### src/rtl/sdu_pkg.sv
// ----------------------------------------------------------------------------
// sdu_pkg
// shared types and constants of the register-mapped signed divide unit
// ----------------------------------------------------------------------------
package sdu_pkg;

    localparam int DATA_W        = 32;
    localparam int NUM_BANKS_DEF = 2;
    localparam int DIV_STEPS     = 32;

    localparam logic [DATA_W-1:0] SAT_POS = 32'h7fff_ffff;
    localparam logic [DATA_W-1:0] SAT_NEG = 32'h8000_0000;

    typedef enum logic [1:0] {
        FUNC_WR_DIVISOR = 2'd0,
        FUNC_DIV32      = 2'd1,
        FUNC_WR_HIGH    = 2'd2,
        FUNC_DIV64      = 2'd3
    } func_t;

    typedef enum logic [3:0] {
        ST_IDLE = 4'b0001,
        ST_LOAD = 4'b0010,
        ST_DIV  = 4'b0100,
        ST_DONE = 4'b1000
    } state_t;

    typedef struct packed {
        logic                    start;
        logic [2*DATA_W-1:0]     dividend;
        logic [DATA_W-1:0]       divisor;
    } div_req_t;

    typedef struct packed {
        logic                    busy;
        logic                    done;
        logic [2*DATA_W-1:0]     quotient;
        logic [DATA_W-1:0]       remainder;
    } div_rsp_t;

endpackage

### src/rtl/signed_divide_unit_regs.sv
// ----------------------------------------------------------------------------
// signed_divide_unit_regs
// register-mapped signed 32/32 and 64/32 divider with per-processor banks
// ----------------------------------------------------------------------------
// each input transfer (func, unit, data) writes one register of the bank
// chosen by unit: divisor, dividend high word, or a start register that
// launches a 32/32 divide (short dividend) or a 64/32 divide (low word).
// every input transfer gives exactly one output transfer carrying the
// bank's short dividend, high and low words after the access, plus an
// overflow flag set when a quotient saturated.
// a plain register write returns its result through the LOAD and DONE
// states after the input transfer; a divide also passes through DIV, where
// it waits on the shared two-bit-per-pass divider. in_stall is high from
// the input transfer until the result is loaded into the output register,
// so one item is in work at a time; a finished result waiting on out_stall
// does not block the next input transfer, but the following result holds
// until the output register is free. reset clears all bank registers to
// zero and empties the output register.
// ----------------------------------------------------------------------------
module signed_divide_unit_regs
    import sdu_pkg::*;
#(
    parameter int NUM_BANKS = NUM_BANKS_DEF
)
(
    input  logic              clk,
    input  logic              rst_n,
    input  logic              in_valid,
    output logic              in_stall,
    input  logic [1:0]        func,
    input  logic              unit,
    input  logic [DATA_W-1:0] data,
    output logic              out_valid,
    input  logic              out_stall,
    output logic [DATA_W-1:0] short_quotient,
    output logic [DATA_W-1:0] remainder_word,
    output logic [DATA_W-1:0] quotient_word,
    output logic              overflowed
);

    state_t              state_reg;
    state_t              state_next;

    logic [DATA_W-1:0]   divisor_reg        [NUM_BANKS];
    logic [DATA_W-1:0]   short_dividend_reg [NUM_BANKS];
    logic [DATA_W-1:0]   high_word_reg      [NUM_BANKS];
    logic [DATA_W-1:0]   low_word_reg       [NUM_BANKS];

    func_t               func_reg;
    logic                unit_reg;
    logic [DATA_W-1:0]   data_reg;
    logic                neg_n_reg;
    logic                neg_q_reg;
    logic                zero_div_reg;

    logic                out_valid_reg;
    logic [DATA_W-1:0]   short_quotient_reg;
    logic [DATA_W-1:0]   remainder_word_reg;
    logic [DATA_W-1:0]   quotient_word_reg;
    logic                overflowed_reg;

    div_req_t            div_req;
    div_rsp_t            div_rsp;

    logic                bank_ok;
    logic                is_divide;
    logic                out_free;
    logic [DATA_W-1:0]   div_cur;
    logic [DATA_W-1:0]   sh_cur;
    logic [DATA_W-1:0]   hi_cur;
    logic [DATA_W-1:0]   lo_cur;
    logic [2*DATA_W-1:0] num_full;
    logic [2*DATA_W-1:0] num_mag;
    logic [DATA_W-1:0]   den_mag;

    logic [2*DATA_W-1:0] q_full;
    logic                sat_pos;
    logic                sat_neg;
    logic [DATA_W-1:0]   quo_fix;
    logic [DATA_W-1:0]   rem_fix;
    logic [DATA_W-1:0]   dv_new;
    logic [DATA_W-1:0]   sh_new;
    logic [DATA_W-1:0]   hi_new;
    logic [DATA_W-1:0]   lo_new;
    logic                ovf_new;

    sdu_div_core u_div_core (
        .clk   (clk),
        .rst_n (rst_n),
        .req   (div_req),
        .rsp   (div_rsp)
    );

    assign bank_ok   = int'(unit_reg) < NUM_BANKS;
    assign is_divide = (func_reg == FUNC_DIV32) || (func_reg == FUNC_DIV64);
    assign out_free  = !out_valid_reg || !out_stall;
    assign in_stall  = (state_reg != ST_IDLE);

    assign div_cur = divisor_reg[unit_reg];
    assign sh_cur  = short_dividend_reg[unit_reg];
    assign hi_cur  = high_word_reg[unit_reg];
    assign lo_cur  = low_word_reg[unit_reg];

    // operand magnitudes for the divider
    always_comb
    begin
        if (func_reg == FUNC_DIV32)
        begin
            num_full = {{DATA_W{data_reg[DATA_W-1]}}, data_reg};
        end
        else
        begin
            num_full = {hi_cur, data_reg};
        end
        num_mag = num_full[2*DATA_W-1] ? (~num_full + 1'b1) : num_full;
        den_mag = div_cur[DATA_W-1] ? (~div_cur + 1'b1) : div_cur;
    end

    assign div_req.start    = (state_reg == ST_LOAD) && is_divide && bank_ok
                              && (div_cur != '0);
    assign div_req.dividend = num_mag;
    assign div_req.divisor  = den_mag;

    // sign fix-up and saturation
    always_comb
    begin
        q_full  = div_rsp.quotient;
        sat_pos = !neg_q_reg && (q_full[2*DATA_W-1:DATA_W-1] != '0);
        sat_neg = neg_q_reg && ((q_full[2*DATA_W-1:DATA_W] != '0)
                  || (q_full[DATA_W-1] && (q_full[DATA_W-2:0] != '0)));
        if (sat_pos)
        begin
            quo_fix = SAT_POS;
        end
        else if (sat_neg)
        begin
            quo_fix = SAT_NEG;
        end
        else if (neg_q_reg)
        begin
            quo_fix = ~q_full[DATA_W-1:0] + 1'b1;
        end
        else
        begin
            quo_fix = q_full[DATA_W-1:0];
        end
        rem_fix = neg_n_reg ? (~div_rsp.remainder + 1'b1) : div_rsp.remainder;
    end

    // new bank contents
    always_comb
    begin
        dv_new  = div_cur;
        sh_new  = sh_cur;
        hi_new  = hi_cur;
        lo_new  = lo_cur;
        ovf_new = 1'b0;
        case (func_reg)
            FUNC_WR_DIVISOR:
            begin
                dv_new = data_reg;
            end
            FUNC_DIV32:
            begin
                if (zero_div_reg)
                begin
                    sh_new = data_reg;
                    hi_new = '0;
                    lo_new = '0;
                end
                else
                begin
                    sh_new  = quo_fix;
                    hi_new  = rem_fix;
                    lo_new  = quo_fix;
                    ovf_new = sat_pos || sat_neg;
                end
            end
            FUNC_WR_HIGH:
            begin
                hi_new = data_reg;
            end
            FUNC_DIV64:
            begin
                if (zero_div_reg)
                begin
                    hi_new = '0;
                    lo_new = '0;
                end
                else
                begin
                    hi_new  = rem_fix;
                    lo_new  = quo_fix;
                    ovf_new = sat_pos || sat_neg;
                end
            end
            default:
            begin
                dv_new = div_cur;
            end
        endcase
    end

    always_comb
    begin
        state_next = state_reg;
        case (state_reg)
            ST_IDLE:
            begin
                if (in_valid)
                begin
                    state_next = ST_LOAD;
                end
            end
            ST_LOAD:
            begin
                state_next = div_req.start ? ST_DIV : ST_DONE;
            end
            ST_DIV:
            begin
                if (div_rsp.done)
                begin
                    state_next = ST_DONE;
                end
            end
            ST_DONE:
            begin
                if (out_free)
                begin
                    state_next = ST_IDLE;
                end
            end
            default:
            begin
                state_next = ST_IDLE;
            end
        endcase
    end

    always_ff @(posedge clk or negedge rst_n)
    begin
        if (!rst_n)
        begin
            state_reg <= ST_IDLE;
        end
        else
        begin
            state_reg <= state_next;
        end
    end

    // input capture and operand signs
    always_ff @(posedge clk)
    begin
        if (state_reg == ST_IDLE && in_valid)
        begin
            func_reg <= func_t'(func);
            unit_reg <= unit;
            data_reg <= data;
        end
        if (state_reg == ST_LOAD)
        begin
            neg_n_reg    <= num_full[2*DATA_W-1];
            neg_q_reg    <= num_full[2*DATA_W-1] ^ div_cur[DATA_W-1];
            zero_div_reg <= (div_cur == '0);
        end
    end

    // register banks
    always_ff @(posedge clk or negedge rst_n)
    begin
        if (!rst_n)
        begin
            for (int i = 0; i < NUM_BANKS; i++)
            begin
                divisor_reg[i]        <= '0;
                short_dividend_reg[i] <= '0;
                high_word_reg[i]      <= '0;
                low_word_reg[i]       <= '0;
            end
        end
        else if (state_reg == ST_DONE && out_free && bank_ok)
        begin
            divisor_reg[unit_reg]        <= dv_new;
            short_dividend_reg[unit_reg] <= sh_new;
            high_word_reg[unit_reg]      <= hi_new;
            low_word_reg[unit_reg]       <= lo_new;
        end
    end

    // output register
    always_ff @(posedge clk or negedge rst_n)
    begin
        if (!rst_n)
        begin
            out_valid_reg <= 1'b0;
        end
        else if (state_reg == ST_DONE && out_free)
        begin
            out_valid_reg <= 1'b1;
        end
        else if (!out_stall)
        begin
            out_valid_reg <= 1'b0;
        end
    end

    always_ff @(posedge clk)
    begin
        if (state_reg == ST_DONE && out_free)
        begin
            short_quotient_reg <= bank_ok ? sh_new : '0;
            remainder_word_reg <= bank_ok ? hi_new : '0;
            quotient_word_reg  <= bank_ok ? lo_new : '0;
            overflowed_reg     <= bank_ok && ovf_new;
        end
    end

    assign out_valid      = out_valid_reg;
    assign short_quotient = short_quotient_reg;
    assign remainder_word = remainder_word_reg;
    assign quotient_word  = quotient_word_reg;
    assign overflowed     = overflowed_reg;

`ifndef SYNTHESIS
    a_div_state_has_core: assert property (@(posedge clk) disable iff (!rst_n)
        (state_reg == ST_DIV) |-> (div_rsp.busy || div_rsp.done))
        else $error("waiting on divider that is not running");

    a_ovf_saturates: assert property (@(posedge clk) disable iff (!rst_n)
        (out_valid_reg && overflowed_reg)
        |-> ((quotient_word_reg == SAT_POS) || (quotient_word_reg == SAT_NEG)))
        else $error("overflow flag without saturated quotient");

    a_start_when_idle: assert property (@(posedge clk) disable iff (!rst_n)
        div_req.start |-> !div_rsp.busy)
        else $error("divide started while divider busy");
`endif

endmodule

### src/rtl/sdu_div_core.sv
// ----------------------------------------------------------------------------
// sdu_div_core
// iterative unsigned 64 by 32 divider, two quotient bits per pass
// ----------------------------------------------------------------------------
module sdu_div_core
    import sdu_pkg::*;
(
    input  logic     clk,
    input  logic     rst_n,
    input  div_req_t req,
    output div_rsp_t rsp
);

    localparam int STEP_W = $clog2(DIV_STEPS);

    logic [DATA_W-1:0]   rem_reg;
    logic [DATA_W-1:0]   den_reg;
    logic [2*DATA_W-1:0] quo_reg;
    logic [STEP_W-1:0]   count_reg;
    logic                busy_reg;
    logic                done_reg;

    logic [DATA_W:0]     trial1;
    logic [DATA_W:0]     trial2;
    logic [DATA_W:0]     diff1;
    logic [DATA_W:0]     diff2;
    logic                ge1;
    logic                ge2;
    logic [DATA_W-1:0]   rem1;
    logic [DATA_W-1:0]   rem2;

    always_comb
    begin
        trial1 = {rem_reg, quo_reg[2*DATA_W-1]};
        diff1  = trial1 - {1'b0, den_reg};
        ge1    = trial1 >= {1'b0, den_reg};
        rem1   = ge1 ? diff1[DATA_W-1:0] : trial1[DATA_W-1:0];
        trial2 = {rem1, quo_reg[2*DATA_W-2]};
        diff2  = trial2 - {1'b0, den_reg};
        ge2    = trial2 >= {1'b0, den_reg};
        rem2   = ge2 ? diff2[DATA_W-1:0] : trial2[DATA_W-1:0];
    end

    always_ff @(posedge clk or negedge rst_n)
    begin
        if (!rst_n)
        begin
            busy_reg  <= 1'b0;
            done_reg  <= 1'b0;
            count_reg <= '0;
        end
        else
        begin
            done_reg <= 1'b0;
            if (req.start && !busy_reg)
            begin
                busy_reg  <= 1'b1;
                count_reg <= '0;
            end
            else if (busy_reg)
            begin
                count_reg <= count_reg + 1'b1;
                if (count_reg == STEP_W'(DIV_STEPS - 1))
                begin
                    busy_reg <= 1'b0;
                    done_reg <= 1'b1;
                end
            end
        end
    end

    always_ff @(posedge clk)
    begin
        if (req.start && !busy_reg)
        begin
            rem_reg <= '0;
            quo_reg <= req.dividend;
            den_reg <= req.divisor;
        end
        else if (busy_reg)
        begin
            rem_reg <= rem2;
            quo_reg <= {quo_reg[2*DATA_W-3:0], ge1, ge2};
        end
    end

    assign rsp.busy      = busy_reg;
    assign rsp.done      = done_reg;
    assign rsp.quotient  = quo_reg;
    assign rsp.remainder = rem_reg;

`ifndef SYNTHESIS
    a_rem_below_divisor: assert property (@(posedge clk) disable iff (!rst_n)
        busy_reg |-> (rem_reg < den_reg))
        else $error("partial remainder not below divisor");

    a_done_after_busy: assert property (@(posedge clk) disable iff (!rst_n)
        done_reg |-> ($past(busy_reg) && !busy_reg))
        else $error("done without a running divide");

    a_done_single: assert property (@(posedge clk) disable iff (!rst_n)
        done_reg |=> !done_reg)
        else $error("done held for more than one cycle");
`endif

endmodule
### config.mk
export PLATFORM = sky130hd
export DESIGN_NAME = signed_divide_unit_regs
export DESIGN_NICKNAME = d
export VERILOG_FILES = /design/src/rtl/sdu_pkg.sv /design/src/rtl/signed_divide_unit_regs.sv /design/src/rtl/sdu_div_core.sv
export SDC_FILE = /design/constraint.sdc
export NUM_CORES = 1
export LEC_CHECK = 0
export BUFFER_PORTS_ARGS = -buffer_cell sky130_fd_sc_hd__buf_4
export CAP_MARGIN = 20
export CELL_PAD_IN_SITES_DETAIL_PLACEMENT = 0
export CELL_PAD_IN_SITES_GLOBAL_PLACEMENT = 1
export CORE_UTILIZATION = 49
export CTS_BUF_LIST = sky130_fd_sc_hd__clkbuf_16
export CTS_CLUSTER_SIZE = 12
export DETAILED_ROUTE_END_ITERATION = 10
export GPL_TIMING_DRIVEN = 0
export PLACE_DENSITY_LB_ADDON = 0.1
export SLEW_MARGIN = 20
export SYNTH_ARGS = -nofsm -noshare
export SYNTH_HDL_FRONTEND = slang
export SYNTH_SLANG_ARGS = --single-unit
### constraint.sdc
create_clock -name clk -period 8.5 [get_ports clk]
set_input_delay 1.275 -clock clk [delete_from_list [all_inputs] [get_ports clk]]
set_output_delay 1.275 -clock clk [all_outputs]
set_load 0.05 [all_outputs]
-- Word level (Yosys, flattened, before mapping)
Index checks and enable logic that the tools add are counted.
Widths: inputs -> output; s select.
- output and inout port bits: 99
- register bits after elaboration: 531
- word-level logic and storage cells: 136
- input bits: 39
- eq/ne operators: 13
- $lt $le $gt $ge: 4
- $add $sub $neg: 7
- bitwise logic cells: 7
- reduce and logical (&&, ||, !) cells: 27
- mux-type cells: 51
- operator list (kind ; number):
    $mux 32 ; 25
    $bwmux 64 ; 4
    $mux 64 ; 4
    $add 32x1->32 const B ; 3
    $not 32->32 ; 3
    $ge 33x32->1 ; 2
    $add 64x1->64 const B ; 1
    $not 64->64 ; 1
    $pmux 32 s2 ; 1
    $reduce_bool 32->1 ; 2
    $sub 32x32->32 ; 2
    $reduce_bool 33->1 ; 1
    $demux 32 s1 ; 1
    $logic_not 32->1 ; 1
    $mux 31 ; 1
    $reduce_bool 31->1 ; 1
    $mux 4 ; 4
    $pmux 4 s4 ; 1
    $mux 5 ; 2
    $logic_and 1x1->1 ; 9
    $mux 1 ; 8
    $add 5x1->5 const B ; 1
    $eq 5x5->1 const B ; 1
    $eq 2x2->1 const B ; 2
    other kinds (19) ; 28

-- Depth between registers and ports, before layout
- depth after elaboration: 9
- depth in mapped cells: 25
- mapped depth without buffers: 22

-- Hierarchy
A second synthesis with hierarchy kept.
- cell total of the unflattened synthesis: 3174
- area, all modules: 30715.7 um^2
- modules (own cells, without submodules) (module ; instances ; area each (um^2) ; cells an instance ; sequential area each (um^2)):
    signed_divide_unit_regs ; 1 ; 21581.9 ; 2159 ; 10586.4
    sdu_div_core ; 1 ; 9133.8 ; 1015 ; 3698.5

-- Least setup slack after synthesis
Ideal clock, no wire load.
- path kind: in2reg
- from: input port out_stall
- to: register divisor_reg[34] (netlist bit)
- slack: 0.437 ns
- setup time: 0.125 ns
- buffers on the path: 1
- data required time: 8.375 ns
- arrival time: 7.938 ns
- cell stages on the path: 5
- cells stage by stage: a21oi_1 nand2b_1 nor3_1 clkbuf_1 mux2_2
- cells in the longest elaborated chain, start to end: 3
- ends and longest elaborated chain (item ; line ; text):
    start: declaration ; signed_divide_unit_regs.sv:34 ; input logic out_stall,
    $logic_not 1->1 ; - ;
    $logic_or 1x1->1 ; signed_divide_unit_regs.sv:96 ; assign out_free = !out_valid_reg || !out_stall;
    $logic_and 1x1->1 ; signed_divide_unit_regs.sv:282 ; else if (state_reg == ST_DONE && out_free && bank_ok)
    end signal: indexed assignment ; signed_divide_unit_regs.sv:284 ; divisor_reg[unit_reg] <= dv_new;
    end: declaration ; signed_divide_unit_regs.sv:44 ; logic [DATA_W-1:0] divisor_reg [NUM_BANKS];
No other way between the ends.
A chain may end at the register's enable or synchronous reset.

-- Worst setup path after layout
- from: register unit_reg
- to: register u_div_core.quo_reg[56], enable pin
- cells in the longest elaborated chain, start to end: 8
- ends and longest elaborated chain (item ; line ; text):
    start: declaration ; signed_divide_unit_regs.sv:50 ; logic unit_reg;
    start signal: assignment ; signed_divide_unit_regs.sv:258 ; unit_reg <= unit;
    $not 1->2 (implied by the code) ; signed_divide_unit_regs.sv:99 ; assign div_cur = divisor_reg[unit_reg];
    $mux 32 (implied by the code) (3 in series) ; signed_divide_unit_regs.sv:99 ;
    $reduce_bool 32->1 ; signed_divide_unit_regs.sv:120 ; && (div_cur != '0);
    $logic_and 1x1->1 ; signed_divide_unit_regs.sv:120 ;
    $logic_and 1x1->1 ; sdu_div_core.sv:74 ; if (req.start && !busy_reg)
    $reduce_bool 2->1 (no line) ; - ;
    end signal: assignment ; sdu_div_core.sv:77 ; quo_reg <= req.dividend;
    end signal: assignment ; sdu_div_core.sv:83 ; quo_reg <= {quo_reg[2*DATA_W-3:0], ge1, ge2};
    end: declaration ; sdu_div_core.sv:18 ; logic [2*DATA_W-1:0] quo_reg;
No other way between the ends. The select of a mux whose other input is x is not followed.

==> results list <==
* Initial core utilization: 50.0%
- Yosys printed 0 warnings.
* Vias per cell: 6.49
- Number of design rule violations left after detail routing: 0
- In this run the count of I/O pins placed on the die edge is 138.
* GR Overflow Total: 0
- IR drop worst, VDD: 209 uV
* Fmax achieved: 120 MHz
- Leaving out fill and tap cells, the most frequent cells in the layout are 436 x sky130_fd_sc_hd__nand2_1, 267 x sky130_fd_sc_hd__dfrtp_1, 233 x sky130_fd_sc_hd__o21ai_0.
- The hold violation total from the final report is 0.
- Die extent in y: 251 microns
- For this block, the routed nets add up to 118 mm of wire.
* Final Cycle Share: 98.1%
- Kind of launch point of the worst setup path: register
* Worst min-delay path class: reg -> reg
* Logic depth of the worst register-to-register path: 20
* Worst-path fanout max: 40
* Power per standard cell area: 403 nW/um^2
- Post-route worst setup slack: 0.161 ns
- Final period demand of the worst path: 8.34 ns
- Worst slew margin relative to its limit: 23.7%
- In this design, the stage delay of the slowest critical-path cell is 0.51 ns.
* Number of nets at the end of the flow: 3404
- After technology mapping, the gate count stands at 3086.
- Across the run, the number of max-cap violations was 0.
- Post-synthesis share of cell area spent on full adders, half adders and majority gates: 3.01%
- Among cell families on the critical path, the largest total delay comes from buffers and inverters.
* Critical path required time: 8.89 ns
- Crit-path most repeated cell: sky130_fd_sc_hd__buf_2
- Full die area: 63100 sq um
- By startpoint and endpoint, the worst setup path is classified as reg -> reg.
* Number of global-route vias before repair: 25757
- Global Route Usage Sum: 37.2%
- Counting every net in the synthesized netlist gives 3197.
- The count of nets left with antenna violations once routing finished came out at 0.
- At the pin with the least slew margin, the transition time is 1.14 ns.
* PnR Total Power: 13900 uW
- The die is 251 microns wide.
- Largest net degree at the start of global routing: 107
- Max-slew violations: 0
* TritonRoute pass-1 iters: 6
- Cell type of the slowest stage on the worst timing path: sky130_fd_sc_hd__buf_2
- In this run, distinct cell masters in the synthesized netlist total 85.
- The clock tree synthesis step divided the H-tree into 2 levels.
- The core region is 60800 sq um.
* Count of buffers inserted at the top-level ports: 137
* Setup repair after global routing missed its margin: no
- Clk_lat worst skew: 0.67 ns
* Multiplexer share of the synthesized area: 10.5%
- Clock buffer depth: 3
* Final weighted congestion in routability-driven placement: 0.999
- Sequential fraction of the synthesis area: 47.0%
- Combined area of all synthesized cells: 30400 sq um
- Complex-gate fraction of the synthesized area: 16.4%
* Synth Register Bits: 531
* Count of standard-cell rows: 90
* Clock root buffer: sky130_fd_sc_hd__clkbuf_16
- Averaged over all synthesized cells, the footprint is 9.85 sq um.
- Critical path depth in cells: 20
* Number of cells traversed by the worst hold path: 1
- The routed layout has 26765 vias.
- Sort of element at the end of the critical path: register
- The signal on the critical path passes through buf_2 > buf_2 > buf_2 > buf_2 > buf_2 > buf_2 > buf_2 > buf_2 > buf_2 > mux2i_1 > ha_1 > o21ai_0 > nor3b_2 > nand3_1 > nor3_2 > nand3b_1 > and2_2 > clkbuf_2 > inv_4 > buf_12.
* Average wire per standard cell: 28.7 microns
* Clock tree from TritonCTS: done
- Iteration-0 DRC count of the detailed router: 3219
- Total half-perimeter wirelength after legalization and detailed placement: 90.3 mm
* TritonCTS sink count: 531
- Setup violations remaining at the end of the flow were counted as 0.
- After synthesis, the largest family of logic cells by area is compound AO/OA/AOI/OAI gates.
- Worst path bufs/invs: 12
- The first global-routing pass estimated 172 mm of wire.
* Post-synthesis share of cell area spent on and, or, nand and nor gates: 14.3%
- Post-route insts no fill: 4124
- After clock tree synthesis, the setup repair step added 0 buffers.
- Counting the buffers created by CTS gives 57.
* Leakage Power: 0.0148 uW
- Ratio of cells with drive above 1 in the final layout: 14.9%
- Relative to the synthesized area, the layout overhead comes to 13.7%.
- Reg clk slew, reported paths: 0.06 ns
* Arrival time at the worst endpoint: 8.73 ns
* Prevailing post-synth register cell: sky130_fd_sc_hd__dfrtp_1
- Hold_buf cts: 0
- The library cell used most frequently in the layout, excluding fill and tap cells, is sky130_fd_sc_hd__nand2_1.
- The clock arrives with 0.0780 ns of skew.
* Run status: finished, final reports clean
* Dpl ws: -0.772 ns
- XOR/XNOR Fraction of Synth Area: 5.10%
- Yosys mapped a number of flops with a built-in enable equal to 231.
* Async set-reset flop share out of synthesis: 50.5%
- The number of antenna violations at the first check in global routing was 1.
- Counting tap cells, the placed design contains a total of 4017 instances.
- # diodes: 0
==> through the flow <==
step	utilization (%)	hold WS [ns]	TNS, ns	cell area [sq um]
floorplan	-	0.430	0	30400
global placement	53.3	0.445	-713.69	32400
detailed placement	53.8	0.453	-44.87	32700
CTS	56.8	0.460	0	34600
global route	56.8	0.501	0	34600
finish	56.8	0.461	0	34600
==> synth_stat cells (10+ instances only) <==
cell	instances	share of area [%]
sky130_fd_sc_hd__or2_2	18	0.37
sky130_fd_sc_hd__or4_1	17	0.42
sky130_fd_sc_hd__a211o_1	12	0.35
sky130_fd_sc_hd__nand2b_1	20	0.41
sky130_fd_sc_hd__mux2_2	185	6.9
sky130_fd_sc_hd__o311ai_0	14	0.40
sky130_fd_sc_hd__o41ai_1	10	0.29
sky130_fd_sc_hd__o21bai_1	12	0.30
sky130_fd_sc_hd__a21oi_1	196	3.2
sky130_fd_sc_hd__edfxtp_1	231	23
sky130_fd_sc_hd__nor3_1	49	0.81
sky130_fd_sc_hd__buf_2	32	0.53
sky130_fd_sc_hd__xor2_1	99	2.9
sky130_fd_sc_hd__mux2i_1	110	3.6
sky130_fd_sc_hd__and3_1	27	0.56
sky130_fd_sc_hd__o211ai_1	25	0.62
sky130_fd_sc_hd__inv_1	108	1.3
sky130_fd_sc_hd__o31ai_1	36	0.89
sky130_fd_sc_hd__a21o_1	21	0.52
sky130_fd_sc_hd__xnor2_1	78	2.2
sky130_fd_sc_hd__nor3b_1	14	0.35
sky130_fd_sc_hd__nor4_1	29	0.60
sky130_fd_sc_hd__o21ai_0	234	3.9
sky130_fd_sc_hd__nand3_1	47	0.77
sky130_fd_sc_hd__buf_1	24	0.30
sky130_fd_sc_hd__ha_1	70	2.9
sky130_fd_sc_hd__o22ai_1	39	0.80
sky130_fd_sc_hd__dfrtp_1	267	22
sky130_fd_sc_hd__a211oi_1	41	1.0
sky130_fd_sc_hd__o21a_1	16	0.39
sky130_fd_sc_hd__nor2_1	149	1.8
sky130_fd_sc_hd__a31oi_1	31	0.64
sky130_fd_sc_hd__or3_1	19	0.39
sky130_fd_sc_hd__nand2_1	436	5.4
sky130_fd_sc_hd__nand4_1	27	0.56
sky130_fd_sc_hd__and2_1	12	0.25
sky130_fd_sc_hd__clkbuf_1	127	1.6
sky130_fd_sc_hd__nor2b_1	29	0.60
sky130_fd_sc_hd__dfxtp_1	32	2.1
==> kinds of logic (layout without fill, tap and decap cells) <==
logic type	Yosys count	after routing
flops	531	531
simple gates	925	925
fa+ha+maj	72	72
buf+inv	294	550
xor+xnor	177	177
mux	295	295
compound gates	792	792
==> power by group <==
group	switching, uW	internal (uW)	total, uW
Sequential	775	3530	4310
Clock	1110	1370	2480
Combinational	4640	2520	7150
==> final timing paths <==
| check | slack, ns | to | startpoint |
|---|---|---|---|
| hold reg to reg | 0.46 | state_reg[2]$_DFFE_PN0P_ | u_div_core.done_reg$_DFF_PN0_ |
| min in group asynchronous | 0.57 | high_word_reg[52]$_DFFE_PN0P_ | rst_n |
| setup / recovery | 0.16 | u_div_core.quo_reg[56]$_DFFE_PP_ | unit_reg$_DFFE_PP_ |
| max in group asynchronous | 6.93 | divisor_reg[57]$_DFFE_PN0P_ | rst_n |
| setup reg to reg | 0.16 | u_div_core.quo_reg[56]$_DFFE_PP_ | unit_reg$_DFFE_PP_ |
| hold / removal | 0.46 | state_reg[2]$_DFFE_PN0P_ | u_div_core.done_reg$_DFF_PN0_ |
==> layout make-up <==
cell class / count / area (sq um)
Buffer: 185 / 752
Clock buffer: 58 / 1450
Clock inverter: 50 / 397
Fill cell: 5292 / 26200
Inverter: 108 / 408
Multi-Input combinational cell: 2261 / 15000
Sequential cell: 531 / 14300
Tap cell: 782 / 978
Timing Repair Buffer: 149 / 1280
==> metal layers <==
layer	vias to the layer above	wire length [microns]	track usage (%)	part of all wire [%]
met5	-	14	0	0.012
met3	293	10400	6.13	8.8
li1	11667	-	-	-
met1	13301	49900	51.8	42
met4	2	6020	17.6	5.1
met2	1502	52200	56.5	44
==> what timing repair did <==
action / 4_1_cts / 5_1_grt
resized for setup: 3 / 1
pin swaps: 0 / 0
cloned: 0 / 0
endpoints found under the setup margin: 76 / 90
No activity file was read; power rests on OpenSTA's default activity.
